File: config.mk
export PLATFORM = sky130hd
export DESIGN_NAME = wfdt_parse
export DESIGN_NICKNAME = d
export VERILOG_FILES = /design/src/design/wfdt_pkg.sv /design/src/design/wfdt_parse.sv
export SDC_FILE = /design/constraint.sdc
export NUM_CORES = 1
export LEC_CHECK = 0
export ABC_AREA = 0
export BUFFER_PORTS_ARGS = -buffer_cell sky130_fd_sc_hd__buf_2
export CORE_ASPECT_RATIO = 1.5
export CORE_MARGIN = 2
export CORE_UTILIZATION = 60
export CTS_BUF_LIST = sky130_fd_sc_hd__clkbuf_2
export DETAILED_ROUTE_END_ITERATION = 12
export GPL_ROUTABILITY_DRIVEN = 0
export GPL_TIMING_DRIVEN = 0
export PLACE_DENSITY_LB_ADDON = 0.05
export SLEW_MARGIN = 25
export SYNTH_ARGS = -nofsm -noshare
export SYNTH_HDL_FRONTEND = slang
export SYNTH_SLANG_ARGS = --single-unit
File: constraint.sdc
create_clock -name clk -period 5.3 [get_ports clk]
set_input_delay 1.06 -clock clk [delete_from_list [all_inputs] [get_ports clk]]
set_output_delay 1.06 -clock clk [all_outputs]
set_load 0.02 [all_outputs]
File: src/design/wfdt_pkg.sv
`timescale 1ns / 1ps
package wfdt_pkg;

  localparam int AP_ENTRIES      = 32;
  localparam int STA_ENTRIES     = 32;
  localparam int SSID_BYTES      = 32;
  localparam int MAX_FRAME_BYTES = 4096;

  localparam int AIW  = $clog2(AP_ENTRIES);
  localparam int SIW  = $clog2(STA_ENTRIES);
  localparam int SAW  = $clog2(SSID_BYTES);
  localparam int KW   = $clog2(SSID_BYTES + 1);
  localparam int PW   = $clog2(MAX_FRAME_BYTES + 1);
  localparam int CW   = 6;
  localparam int ID_W = 6;

  localparam logic [7:0] FT_PREQ  = 8'h40;
  localparam logic [7:0] FT_PRSP  = 8'h50;
  localparam logic [7:0] FT_BCN   = 8'h80;
  localparam logic [7:0] FT_QDATA = 8'h88;
  localparam logic [7:0] FT_DATA  = 8'h08;
  localparam logic [7:0] TAG_DS   = 8'h03;

  localparam int WALK_PREQ    = 24;
  localparam int WALK_MGMT    = 36;
  localparam int SSID_LEN_POS = 37;
  localparam int SSID_POS     = 38;
  localparam int ADDR1_POS    = 4;
  localparam int ADDR2_POS    = 10;
  localparam int MIN_FRAME    = 16;

  localparam logic [2:0] CLS_NONE = 3'd0;
  localparam logic [2:0] CLS_PREQ = 3'd1;
  localparam logic [2:0] CLS_PRSP = 3'd2;
  localparam logic [2:0] CLS_BCN  = 3'd3;
  localparam logic [2:0] CLS_DATA = 3'd4;

  typedef struct packed {
    logic [PW-1:0] pos;
    logic [7:0]    ftype;
    logic [47:0]   addr1;
    logic [47:0]   addr2;
    logic [7:0]    sslen;
    logic [7:0]    chan;
    logic          seen;
  } frame_t;

  function automatic logic [7:0] fold(input logic [7:0] c);
    fold = (c >= 8'h41 && c <= 8'h5A) ? c + 8'd32 : c;
  endfunction

endpackage

File: src/design/wfdt_parse.sv
`timescale 1ns / 1ps
module wfdt_parse import wfdt_pkg::*; (
  input  logic       clk,
  input  logic       rst_n,
  input  logic       take,
  input  logic       clr,
  input  logic [7:0] data_byte,
  output frame_t     frm
);

  logic [PW-1:0] pos_r, pos_nxt;
  logic [7:0]    ftype_r, ftype_nxt;
  logic [47:0]   a1_r, a1_nxt, a2_r, a2_nxt;
  logic [7:0]    sslen_r, sslen_nxt;
  logic [PW-1:0] ntp_r, ntp_nxt;
  logic [7:0]    chan_r, chan_nxt;
  logic          seen_r, seen_nxt, walk_r, walk_nxt, hit_r, hit_nxt;

  always_comb begin
    pos_nxt   = pos_r;
    ftype_nxt = ftype_r;
    a1_nxt    = a1_r;
    a2_nxt    = a2_r;
    sslen_nxt = sslen_r;
    ntp_nxt   = ntp_r;
    chan_nxt  = chan_r;
    seen_nxt  = seen_r;
    walk_nxt  = walk_r;
    hit_nxt   = hit_r;
    if (clr) begin
      pos_nxt   = '0;
      ftype_nxt = '0;
      a1_nxt    = '0;
      a2_nxt    = '0;
      sslen_nxt = '0;
      ntp_nxt   = '0;
      chan_nxt  = '0;
      seen_nxt  = 1'b0;
      walk_nxt  = 1'b0;
      hit_nxt   = 1'b0;
    end else if (take && pos_r < PW'(MAX_FRAME_BYTES)) begin
      pos_nxt = pos_r + PW'(1);
      if (pos_r == '0) begin
        ftype_nxt = data_byte;
        walk_nxt  = (data_byte == FT_PREQ) || (data_byte == FT_PRSP) ||
                    (data_byte == FT_BCN);
        ntp_nxt   = (data_byte == FT_PREQ) ? PW'(WALK_PREQ) : PW'(WALK_MGMT);
        hit_nxt   = 1'b0;
      end
      if (pos_r >= PW'(ADDR1_POS) && pos_r < PW'(ADDR1_POS + 6))
        a1_nxt = {a1_r[39:0], data_byte};
      if (pos_r >= PW'(ADDR2_POS) && pos_r < PW'(ADDR2_POS + 6))
        a2_nxt = {a2_r[39:0], data_byte};
      if (pos_r == PW'(SSID_LEN_POS))
        sslen_nxt = data_byte;
      if (walk_r && pos_r != '0) begin
        if (pos_r == ntp_r) begin
          hit_nxt = (data_byte == TAG_DS);
        end else if (pos_r == ntp_r + PW'(1)) begin
          if (!hit_r)
            ntp_nxt = ntp_r + PW'(2) + PW'(data_byte);
        end else if (hit_r && pos_r == ntp_r + PW'(2)) begin
          chan_nxt = data_byte;
          seen_nxt = 1'b1;
          walk_nxt = 1'b0;
        end
      end
    end
  end

  always_ff @(posedge clk) begin
    if (!rst_n) begin
      pos_r   <= '0;
      ftype_r <= '0;
      a1_r    <= '0;
      a2_r    <= '0;
      sslen_r <= '0;
      ntp_r   <= '0;
      chan_r  <= '0;
      seen_r  <= 1'b0;
      walk_r  <= 1'b0;
      hit_r   <= 1'b0;
    end else begin
      pos_r   <= pos_nxt;
      ftype_r <= ftype_nxt;
      a1_r    <= a1_nxt;
      a2_r    <= a2_nxt;
      sslen_r <= sslen_nxt;
      ntp_r   <= ntp_nxt;
      chan_r  <= chan_nxt;
      seen_r  <= seen_nxt;
      walk_r  <= walk_nxt;
      hit_r   <= hit_nxt;
    end
  end

  assign frm = '{pos: pos_r, ftype: ftype_r, addr1: a1_r, addr2: a2_r,
                 sslen: sslen_r, chan: chan_r, seen: seen_r};

endmodule

# ---- Word level (Yosys, flattened, before mapping)
# Index checks and enable logic that the tools add are counted.
dict set report classes {
  add_sub_neg 4
  mul 0
  div_mod_pow 0
  magnitude_cmp 5
  eq_ne 8
  n_shift 0
  n_mux 14
  n_bitwise 3
  n_reduce_logical 15
}
# operator count
set op_table {}
lappend op_table {{$mux W13} 5}
lappend op_table {{$eq A13 B13 Y1} 3}
lappend op_table {{$add A13 B1 Y13 const B} 2}
lappend op_table {{$eq A8 B7 Y1 const B} 2}
lappend op_table {{$add A13 B2 Y13 const B} 1}
lappend op_table {{$add A13 B8 Y13} 1}
lappend op_table {{$eq A13 B6 Y1 const B} 1}
lappend op_table {{$ge A13 B3 Y1 const B} 1}
lappend op_table {{$ge A13 B4 Y1 const B} 1}
lappend op_table {{$logic_not A13 Y1} 1}
lappend op_table {{$lt A13 B13 Y1 const B} 1}
lappend op_table {{$lt A13 B4 Y1 const B} 1}
lappend op_table {{$lt A13 B5 Y1 const B} 1}
lappend op_table {{$reduce_bool A13 Y1} 1}
lappend op_table {{$eq A8 B2 Y1 const B} 1}
lappend op_table {{$eq A8 B8 Y1 const B} 1}
lappend op_table {{$mux W1} 8}
lappend op_table {{$reduce_and A2 Y1} 4}
lappend op_table {{$mux W6} 1}
lappend op_table {{$logic_and A1 B1 Y1} 5}
lappend op_table {{$reduce_and A5 Y1} 1}
lappend op_table {{$not A1 Y1} 3}
lappend op_table {{$logic_or A1 B1 Y1} 2}
lappend op_table {{$reduce_or A2 Y1} 1}
dict set report totals {
  register_bits 149
  latch_bits 0
  mem_bits_rw 0
  romBits 0
  output_inout_bits 134
  mem_count 0
}

# ---- Longest topological paths before layout
# Gate-level depths: netlist of run 1.
dict set report logic_depth {
  depth_word 8
  depth_mapped 12
  ltp_nobuf 11
}

# ---- Least setup slack after synthesis of run 1
# Ideal clock, no wire load.
dict set report synth_timing {
  path_kind {input to register}
  startpoint {input data_byte[0]}
  endpoint {register ntp_r[12]}
  arrival_ns 2.921
  required_ns 5.183
  slack_ns 2.262
  stages 10
  cell_sequence {ha_1 > inv_1 > fa_1 > nor2b_1 > o21ai_0 > a21oi_1 > o2111ai_1 > o21ba_2 > a41o_1 > a32o_1}
}
dict set report synth_via {
  elab_chain_len 5
}
# item line
set synth_rtl {}
lappend synth_rtl {{from (decl)} wfdt_parse.sv:7} ;# input logic [7:0] data_byte,
lappend synth_rtl {{$add A13 B8 Y13} wfdt_parse.sv:61} ;# ntp_nxt = ntp_r + PW'(2) + PW'(data_byte);
lappend synth_rtl {{$mux W13} wfdt_parse.sv:60} ;# if (!hit_r)
lappend synth_rtl {{$mux W13} wfdt_parse.sv:59} ;# end else if (pos_r == ntp_r + PW'(1)) begin
lappend synth_rtl {{$mux W13} wfdt_parse.sv:57} ;# if (pos_r == ntp_r) begin
lappend synth_rtl {{$mux W13} wfdt_parse.sv:56} ;# if (walk_r && pos_r != '0) begin
lappend synth_rtl {{to (signal assigned)} wfdt_parse.sv:89} ;# ntp_r <= ntp_nxt;
lappend synth_rtl {{to (decl)} wfdt_parse.sv:15} ;# logic [PW-1:0] ntp_r, ntp_nxt;
# Every way passes these cells.
# A chain may end at the register's enable or synchronous reset.

# ---- Worst setup path after layout of run 1
dict set report layout_timing {
  startpoint {register ntp_r[1]}
  endpoint {register ntp_r[12]}
}
dict set report layout_via {
  elab_chain_len 6
}
# item line
set layout_rtl {}
lappend layout_rtl {{$add A13 B2 Y13} wfdt_parse.sv:61}
lappend layout_rtl {{$add A13 B8 Y13} wfdt_parse.sv:61}
lappend layout_rtl {{$mux W13} wfdt_parse.sv:60}
lappend layout_rtl {{$mux W13} wfdt_parse.sv:59}
lappend layout_rtl {{$mux W13 *} wfdt_parse.sv:57}
lappend layout_rtl {{$mux W13 *} wfdt_parse.sv:56}
# Every way passes the cells marked *; elsewhere a longest branch is shown, timed or not.

==> metrics.txt, run 1 <==
# TYPE chip_impl_metric gauge
chip_impl_info{name="outcome",value="complete, no violations"} 1
chip_impl_metric{name="finalCriticalPeriod",unit="ns"} 2.999
chip_impl_metric{name="switching_fraction_of_total_power",unit="%"} 28.58
chip_impl_metric{name="number_of_unique_standard_cell_types_used_by_synthesis",unit=""} 62
chip_impl_metric{name="timing_worst_slew_pin_value",unit="ns"} 0.7683
chip_impl_metric{name="grt_first_pass_wirelength",unit="µm"} 28510
chip_impl_metric{name="relSlewSlack",unit="%"} 48.38
chip_impl_metric{name="globalRouteTotalUtil",unit="%"} 28.83
chip_impl_info{name="hold_start",value="a2_r[46]"} 1
chip_impl_metric{name="remaining_drc_errors",unit=""} 0
chip_impl_metric{name="power_frac_clock",unit="%"} 31.5
chip_impl_metric{name="number_of_iterations_in_the_first_detailed_routing_pass",unit=""} 6
chip_impl_metric{name="synth_seq_area_share",unit="%"} 43.42
chip_impl_metric{name="dieHeight",unit="µm"} 135.0
chip_impl_metric{name="share_seq_of_total_power",unit="%"} 62.1
chip_impl_info{name="rsz_0062_raised_after_global_routing",value="no"} 1
chip_impl_metric{name="clock_skew",unit="ns"} 0.03443
chip_impl_metric{name="post_cts.resized_instances",unit=""} 0
chip_impl_metric{name="clk_pin_slew_worst_paths",unit="ns"} 0.21
chip_impl_metric{name="starting_density_of_the_core",unit="%"} 61.80
chip_impl_info{name="start_kind",value="register"} 1
chip_impl_metric{name="drt-wirelength-per-cell",unit="µm"} 15.11
chip_impl_metric{name="synth.yosys.warnings",unit=""} 0
chip_impl_metric{name="intPower",unit="mW"} 1.299
chip_impl_metric{name="core_region_area",unit="µm²"} 11110
chip_impl_metric{name="cp_data_arrival_time",unit="ns"} 3.61
chip_impl_metric{name="cts.sinks",unit=""} 149
chip_impl_metric{name="yosys_register_bits",unit=""} 149
chip_impl_metric{name="worstHoldPathCells",unit=""} 2
chip_impl_metric{name="cts_made_buffers",unit=""} 17
chip_impl_info{name="rr_startpoint",value="ntp_r[1]"} 1
chip_impl_metric{name="crit_path_max_fanout",unit=""} 7
chip_impl_metric{name="drtAntennaViolNets",unit=""} 0
chip_impl_metric{name="final-setup-viol-count",unit=""} 0
chip_impl_metric{name="final_util",unit="%"} 71.86
chip_impl_metric{name="setup_tns",unit="ns"} 0
chip_impl_metric{name="power_density",unit="nW/µm²"} 227.8
chip_impl_metric{name="postCtsSetupRepairBufs",unit=""} 0
chip_impl_metric{name="skew_pair_late_insertion_delay",unit="ns"} 0.70
chip_impl_metric{name="post_synth_edffs",unit=""} 0
chip_impl_metric{name="finalNonFillerCells",unit=""} 1190
chip_impl_info{name="worst_hold_path_type",value="register to register"} 1
chip_impl_metric{name="net_sw_power",unit="µW"} 520.1
chip_impl_info{name="cts_tree",value="built"} 1
chip_impl_metric{name="layout.nets",unit=""} 1057
chip_impl_info{name="clk_root_buffer_cell",value="sky130_fd_sc_hd__clkbuf_2"} 1
chip_impl_metric{name="static-leakage-power",unit="nW"} 3.261
chip_impl_metric{name="grt_pass1_vias",unit=""} 6015
chip_impl_metric{name="comb_power_share",unit="%"} 6.4
chip_impl_metric{name="dp_hpwl",unit="µm"} 14020
chip_impl_metric{name="crit_required",unit="ns"} 5.91
chip_impl_metric{name="grt_start_max_net_pins",unit=""} 17
chip_impl_metric{name="post-route-period-util",unit="%"} 56.58
chip_impl_metric{name="total_routed_length",unit="µm"} 17980
chip_impl_metric{name="syn-mean-instance-area",unit="µm²"} 7.932
chip_impl_metric{name="chipWidth",unit="µm"} 91.37
chip_impl_metric{name="async_flop_share",unit="%"} 0
chip_impl_metric{name="dp_worst_setup_slack",unit="ns"} 1.696
chip_impl_metric{name="cts-root-to-sink-buffers",unit=""} 2
chip_impl_metric{name="post_synth_inst_count",unit=""} 866
chip_impl_metric{name="iteration_0_drc_count_of_the_detailed_router",unit=""} 326
chip_impl_info{name="whs_endpoint",value="a2_r[46]"} 1
chip_impl_info{name="cp-startpoint",value="ntp_r[1]"} 1
chip_impl_metric{name="syn2layout_area_growth",unit="%"} 16.27
chip_impl_metric{name="top_level_ports",unit=""} 146
chip_impl_metric{name="nFillCells",unit=""} 991
chip_impl_info{name="cp_capture_type",value="register"} 1
chip_impl_metric{name="place.detailed.instances",unit=""} 1158
chip_impl_metric{name="syn-cell-area",unit="µm²"} 6869
chip_impl_info{name="critical_path_class",value="register to register"} 1
chip_impl_metric{name="cts-htree-levels",unit=""} 4
chip_impl_metric{name="routed_via_density",unit=""} 5.432
chip_impl_metric{name="rows",unit=""} 47
chip_impl_metric{name="num_vias",unit=""} 6464
chip_impl_metric{name="final_max_slew_viol_count",unit=""} 0
chip_impl_metric{name="grt_antenna_before_repair",unit=""} 1
chip_impl_metric{name="worst_setup_slack_final",unit="ns"} 2.301
chip_impl_metric{name="max_cap_violations",unit=""} 0
chip_impl_info{name="ys_dominant_reg_cell",value="sky130_fd_sc_hd__dfxtp_1"} 1
chip_impl_metric{name="area_of_the_die",unit="µm²"} 12340
chip_impl_metric{name="clock.fmax",unit="MHz"} 333.5
chip_impl_metric{name="layout-drive-gt1-share",unit="%"} 19.77
chip_impl_metric{name="place.port_buffers",unit=""} 145
chip_impl_info{name="crit-reg2reg-capture",value="ntp_r[12]"} 1
chip_impl_metric{name="reg2reg_slack",unit="ns"} 2.30
chip_impl_metric{name="syn-num-nets",unit=""} 893
chip_impl_metric{name="fin_worst_hold_slack",unit="ns"} 0.4662
chip_impl_metric{name="globalRoute.totalOverflow",unit=""} 0
chip_impl_metric{name="hold_fix_buffers_at_cts",unit=""} 0
chip_impl_metric{name="final-hold-violation-count",unit=""} 0
chip_impl_metric{name="worst_ir_drop_vdd",unit="V"} 0.0001289
chip_impl_metric{name="r2r_cells",unit=""} 10
[cell usage in the layout, fill, tap and decap left out, drive strengths merged, types with 3 or more instances in the layout]
cell type / instances
a211oi: 5
a21o: 4
a21oi: 122
a22o: 3
a31oi: 8
and2: 5
and3: 9
and4: 3
buf: 161
clkbuf: 63
clkinvlp: 4
dfxtp: 149
ha: 14
inv: 16
mux2i: 17
nand2: 237
nand2b: 15
nand3: 12
nand4: 9
nand4b: 4
nor2: 50
nor2b: 6
nor3: 13
nor4: 5
nor4b: 3
o211ai: 3
o21ai: 18
or2: 3
or3: 10
xnor2: 23
xor2: 20
[registers in the layout, indices dropped and copies added (netlist names)]
| name | cells |
|---|---|
| ftype_r | 8 |
| pos_r | 13 |
| seen_r | 1 |
| hit_r | 1 |
| a2_r | 48 |
| sslen_r | 8 |
| a1_r | 48 |
| walk_r | 1 |
| ntp_r | 13 |
| chan_r | 8 |
[final cells by class]
| class | count | area, µm² | area share, % |
|---|---|---|---|
| Antenna cell | 1 | 2.502 | 0.03133 |
| Buffer | 62 | 264.0 | 3.306 |
| Clock buffer | 17 | 85.08 | 1.065 |
| Clock inverter | 14 | 120.1 | 1.504 |
| Inverter | 8 | 30.03 | 0.3760 |
| Multi-Input combinational cell | 647 | 3592 | 44.98 |
| Sequential cell | 149 | 2983 | 37.35 |
| Tap cell | 147 | 183.9 | 2.303 |
| Timing Repair Buffer | 145 | 725.7 | 9.087 |
[cell usage after synthesis, drive strengths merged, types with 2 or more instances]
cell type	number	share of area (%)
a211oi	5	0.55
a21o	4	0.44
a21oi	122	8.9
a22o	3	0.38
a31oi	8	0.73
a41o	2	0.29
and2	5	0.49
and3	9	0.84
and4	3	0.44
buf	16	1.3
clkbuf	46	2.5
dfxtp	149	43
ha	14	2.6
inv	8	0.44
mux2i	17	2.5
nand2	237	13
nand2b	15	1.4
nand3	12	1.0
nand4	9	0.82
nand4b	4	0.51
nor2	50	2.7
nor2b	6	0.55
nor3	13	1.0
nor3b	2	0.22
nor4	5	0.67
nor4b	3	0.38
o211ai	3	0.33
o21ai	18	1.3
o21bai	2	0.22
o22ai	2	0.27
or2	3	0.27
or3	10	0.91
xnor2	23	2.9
xnor3	2	0.66
xor2	20	2.6
[worst max-delay path: stages, from the launching register on]
cell and delay (ns):
sky130_fd_sc_hd__dfxtp_1 0.48, sky130_fd_sc_hd__clkbuf_1 0.32, sky130_fd_sc_hd__nand3_2 0.23, sky130_fd_sc_hd__xnor2_1 0.18, sky130_fd_sc_hd__ha_1 0.33, sky130_fd_sc_hd__o21ai_0 0.12
sky130_fd_sc_hd__a21oi_1 0.24, sky130_fd_sc_hd__o2111ai_1 0.25, sky130_fd_sc_hd__o21ba_2 0.29, sky130_fd_sc_hd__a41o_1 0.24, sky130_fd_sc_hd__a32o_1 0.24
[logic make-up (layout without fill, tap and decap cells)]
| group | after synthesis | count (layout) | synth area share, % |
|---|---|---|---|
| other cells | 0 | 1 | 0 |
| fa+ha+maj | 15 | 15 | 2.842 |
| compound gates | 182 | 182 | 15.37 |
| buf+inv | 70 | 246 | 4.281 |
| flops | 149 | 149 | 43.42 |
| xor+xnor | 45 | 45 | 6.138 |
| simple gates | 388 | 388 | 25.46 |
| mux | 17 | 17 | 2.477 |
[layer usage]
metal / global-route usage [%] / wire length, µm / vias to the layer above
met5: 0 / 0 / -
li1: - / - / 3255
met1: 30.55 / 6905 / 2949
met3: 5.301 / 832 / 61
met2: 53.99 / 9357 / 199
met4: 14.65 / 884 / 0
[worst max-delay path by stage]
stage	to	slack (ns)	depth (start not counted)
CTS	ntp_r[12]	2.32	10
detailed placement	ntp_r[12]	1.70	11
finish	ntp_r[12]	2.30	10
global route	ntp_r[12]	2.09	10
floorplan	ntp_r[12]	2.26	10
global placement	ntp_r[12]	1.71	11
[metrics by stage]
stage               total power [mW]  instance area, µm²
floorplan                      1.227                6869
global placement               1.264                7779
detailed placement             1.266                7779
CTS                            1.829                7984
global route                   1.890                7986
finish                         1.819                7986
[power by group through the flow]
stage	logic (mW)	clock network, mW	registers, mW
2_1_floorplan	0.0731	0	1.15
3_3_place_gp	0.113	0	1.15
3_5_place_dp	0.114	0	1.15
4_1_cts	0.115	0.584	1.13
5_1_grt	0.127	0.632	1.13
6_report	0.116	0.573	1.13
No activity file was read; power rests on OpenSTA's default activity.
==> inputs of run 2 (changes only) <==
CORE_UTILIZATION = 57   (was 60)
clock period = 3.02 ns   (was 5.3 ns; I/O delays follow)
==> run 2 against run 1 <==
Effect of this change:
- critical path depth unchanged
- flip-flop and latch count unchanged
- maximum frequency increased by 4.4%
- worst hold slack got worse by 0.25 ns
- first-iteration DRC count decreased by 32%
- critical path type unchanged
- setup slack got worse by 2.2 ns
- combinational power increased by 78%
- clock skew increased by 0.0024 ns
- via count decreased by 1.5%
- total power increased by 76%
- count of clock-buffer cells in the layout increased by 1
- global-route usage decreased by 0.54 points
==> metrics.txt, run 2 (synthesis gave the netlist of run 1 again) <==
# TYPE chip_impl_metric gauge
chip_impl_metric{name="num_vias",unit=""} 6367
chip_impl_metric{name="globalRoute.totalOverflow",unit=""} 0
chip_impl_metric{name="final_max_slew_viol_count",unit=""} 0
chip_impl_metric{name="post-route-period-util",unit="%"} 95.06
chip_impl_metric{name="syn2layout_area_growth",unit="%"} 16.74
chip_impl_metric{name="cts-root-to-sink-buffers",unit=""} 2
chip_impl_metric{name="final-hold-violation-count",unit=""} 0
chip_impl_metric{name="dp_hpwl",unit="µm"} 14220
chip_impl_metric{name="nFillCells",unit=""} 1144
chip_impl_metric{name="crit_required",unit="ns"} 3.68
chip_impl_metric{name="dieHeight",unit="µm"} 138.5
chip_impl_info{name="layout_commonest_cell",value="sky130_fd_sc_hd__nand2_1"} 1
chip_impl_metric{name="core_region_area",unit="µm²"} 11890
chip_impl_metric{name="power_density",unit="nW/µm²"} 399.6
chip_impl_info{name="critical_path_class",value="register to register"} 1
chip_impl_metric{name="relSlewSlack",unit="%"} 46.86
chip_impl_metric{name="worst_setup_slack_final",unit="ns"} 0.1491
chip_impl_metric{name="layout.nets",unit=""} 1056
chip_impl_metric{name="remaining_drc_errors",unit=""} 0
chip_impl_metric{name="chipWidth",unit="µm"} 93.63
chip_impl_metric{name="hold_fix_buffers_at_cts",unit=""} 0
chip_impl_metric{name="total_routed_length",unit="µm"} 18530
chip_impl_metric{name="drt-wirelength-per-cell",unit="µm"} 15.51
chip_impl_metric{name="clock.fmax",unit="MHz"} 348.3
chip_impl_metric{name="globalRouteTotalUtil",unit="%"} 28.30
chip_impl_metric{name="finalCriticalPeriod",unit="ns"} 2.871
chip_impl_metric{name="grt_first_pass_wirelength",unit="µm"} 29060
chip_impl_metric{name="top_level_ports",unit=""} 146
chip_impl_metric{name="iteration_0_drc_count_of_the_detailed_router",unit=""} 222
chip_impl_metric{name="max_cap_violations",unit=""} 0
chip_impl_metric{name="starting_density_of_the_core",unit="%"} 57.75
chip_impl_metric{name="static-leakage-power",unit="nW"} 3.268
chip_impl_metric{name="cpPeakStageDelay",unit="ns"} 0.40
chip_impl_info{name="cts_tree",value="built"} 1
chip_impl_metric{name="rows",unit=""} 49
chip_impl_info{name="cp_cell_sequence",value="buf_2 > and4_1 > nand2_1 > xnor2_1 > ha_1 > or3_1 > o2111ai_1 > o21ba_2 > a41o_1 > a32o_1"} 1
chip_impl_metric{name="place.port_buffers",unit=""} 145
chip_impl_metric{name="clock_skew",unit="ns"} 0.03682
chip_impl_metric{name="layout-drive-gt1-share",unit="%"} 20.73
chip_impl_metric{name="routed_via_density",unit=""} 5.328
chip_impl_metric{name="skew_pair_late_insertion_delay",unit="ns"} 0.72
chip_impl_metric{name="layout.cell_area.non_filler",unit="µm²"} 8019
chip_impl_info{name="cp_capture_type",value="register"} 1
chip_impl_metric{name="final-setup-viol-count",unit=""} 0
chip_impl_metric{name="area_of_the_die",unit="µm²"} 12960
chip_impl_metric{name="dp_worst_setup_slack",unit="ns"} -0.1090
chip_impl_metric{name="cp_data_arrival_time",unit="ns"} 3.53
chip_impl_info{name="top_regs",value="a1_r: 48 flops, a2_r: 48 flops"} 1
chip_impl_metric{name="postCtsSetupRepairBufs",unit=""} 0
chip_impl_metric{name="worst_ir_drop_vdd",unit="V"} 0.0002372
chip_impl_metric{name="number_of_iterations_in_the_first_detailed_routing_pass",unit=""} 5
chip_impl_info{name="outcome",value="complete, no violations"} 1
chip_impl_metric{name="cts.sinks",unit=""} 149
chip_impl_metric{name="cts_made_buffers",unit=""} 17
chip_impl_info{name="rsz_0062_raised_after_global_routing",value="no"} 1
chip_impl_metric{name="drtAntennaViolNets",unit=""} 0
chip_impl_metric{name="crit_path_max_fanout",unit=""} 10
chip_impl_metric{name="grt_antenna_before_repair",unit=""} 0
chip_impl_info{name="start_kind",value="register"} 1
chip_impl_metric{name="grt_pass1_vias",unit=""} 5955
chip_impl_metric{name="timing_worst_slew_pin_value",unit="ns"} 0.7910
chip_impl_metric{name="setup_tns",unit="ns"} 0
chip_impl_info{name="clk_root_buffer_cell",value="sky130_fd_sc_hd__clkbuf_2"} 1
chip_impl_metric{name="cts-htree-levels",unit=""} 4
chip_impl_info{name="worst_hold_path_type",value="input pin to register"} 1
chip_impl_metric{name="clk_pin_slew_worst_paths",unit="ns"} 0.25
chip_impl_metric{name="grt_start_max_net_pins",unit=""} 17
chip_impl_metric{name="antenna-diode-count",unit=""} 0
chip_impl_metric{name="final_util",unit="%"} 67.42
chip_impl_info{name="critPathSlowestCell",value="sky130_fd_sc_hd__or3_1"} 1
chip_impl_metric{name="post_placement_cell_area",unit="µm²"} 7786
chip_impl_info{name="layout.cells.most_common_list",value="237 x sky130_fd_sc_hd__nand2_1, 154 x sky130_fd_sc_hd__buf_2, 147 x sky130_fd_sc_hd__dfxtp_1, 121 x sky130_fd_sc_hd__a21oi_1, 50 x sky130_fd_sc_hd__nor2_1"} 1
-- run 2: per-layer routing --
metal	vias to the layer above	track usage, %	share of wire, %
met1	2898	30.21	38
met5	-	0	0
met2	180	52.59	53
met4	0	11.59	3.5
met3	45	6.158	5.3
li1	3244	-	-
-- run 2: repair_timing --
action | 4_1_cts | 5_1_grt
pin swaps | 0 | 0
endpoints found under the setup margin | 1 | 27
resized for setup | 1 | 10
-- run 2: layout make-up --
cell class | count | area, µm² | share of cell area, %
multi-input cells | 647 | 3616 | 45.09
repair buffers | 145 | 725.7 | 9.050
clock buffers | 18 | 90.09 | 1.123
plain buffers | 61 | 265.3 | 3.308
flip-flops and latches | 149 | 2985 | 37.23
well taps | 153 | 191.4 | 2.387
inverters | 8 | 30.03 | 0.3745
clock inverters | 14 | 115.1 | 1.435
-- run 2: report_power, final --
part,total [mW],leakage [nW],switching [mW],internal [mW]
Combinational,0.206,1.95,0.141,0.0653
Sequential,1.98,1.20,0.00546,1.98
Clock,1.01,0.119,0.774,0.240
-- run 2: path summary, 6_finish.rpt --
kind              slack [ns]         start        end  depth (start not counted)
hold reg to reg         0.46      a1_r[21]   a1_r[29]                          2
hold / removal          0.21  data_byte[3]    a1_r[3]                          3
setup reg to reg        0.15      ntp_r[5]  ntp_r[12]                         10
setup / recovery        0.15      ntp_r[5]  ntp_r[12]                         10
-- run 2: through the flow --
| stage | hold WS [ns] | std cells | total power [mW] |
|---|---|---|---|
| floorplan | 0.4408 | 866 | 2.153 |
| global placement | 0.4364 | 1164 | 2.221 |
| detailed placement | 0.4419 | 1164 | 2.223 |
| CTS | 0.1592 | 1196 | 3.223 |
| global route | 0.1156 | 1195 | 3.343 |
| finish | 0.2113 | 1195 | 3.204 |
-- run 2: worst max-delay path: cells and delay by family (launching register included) --
| kind | cells | cell delay (ns) |
|---|---|---|
| flops | 1 | 0.35 |
| compound gates | 4 | 0.96 |
| buf+inv | 1 | 0.25 |
| fa+ha+maj | 1 | 0.24 |
| simple gates | 3 | 0.87 |
| xor+xnor | 1 | 0.17 |
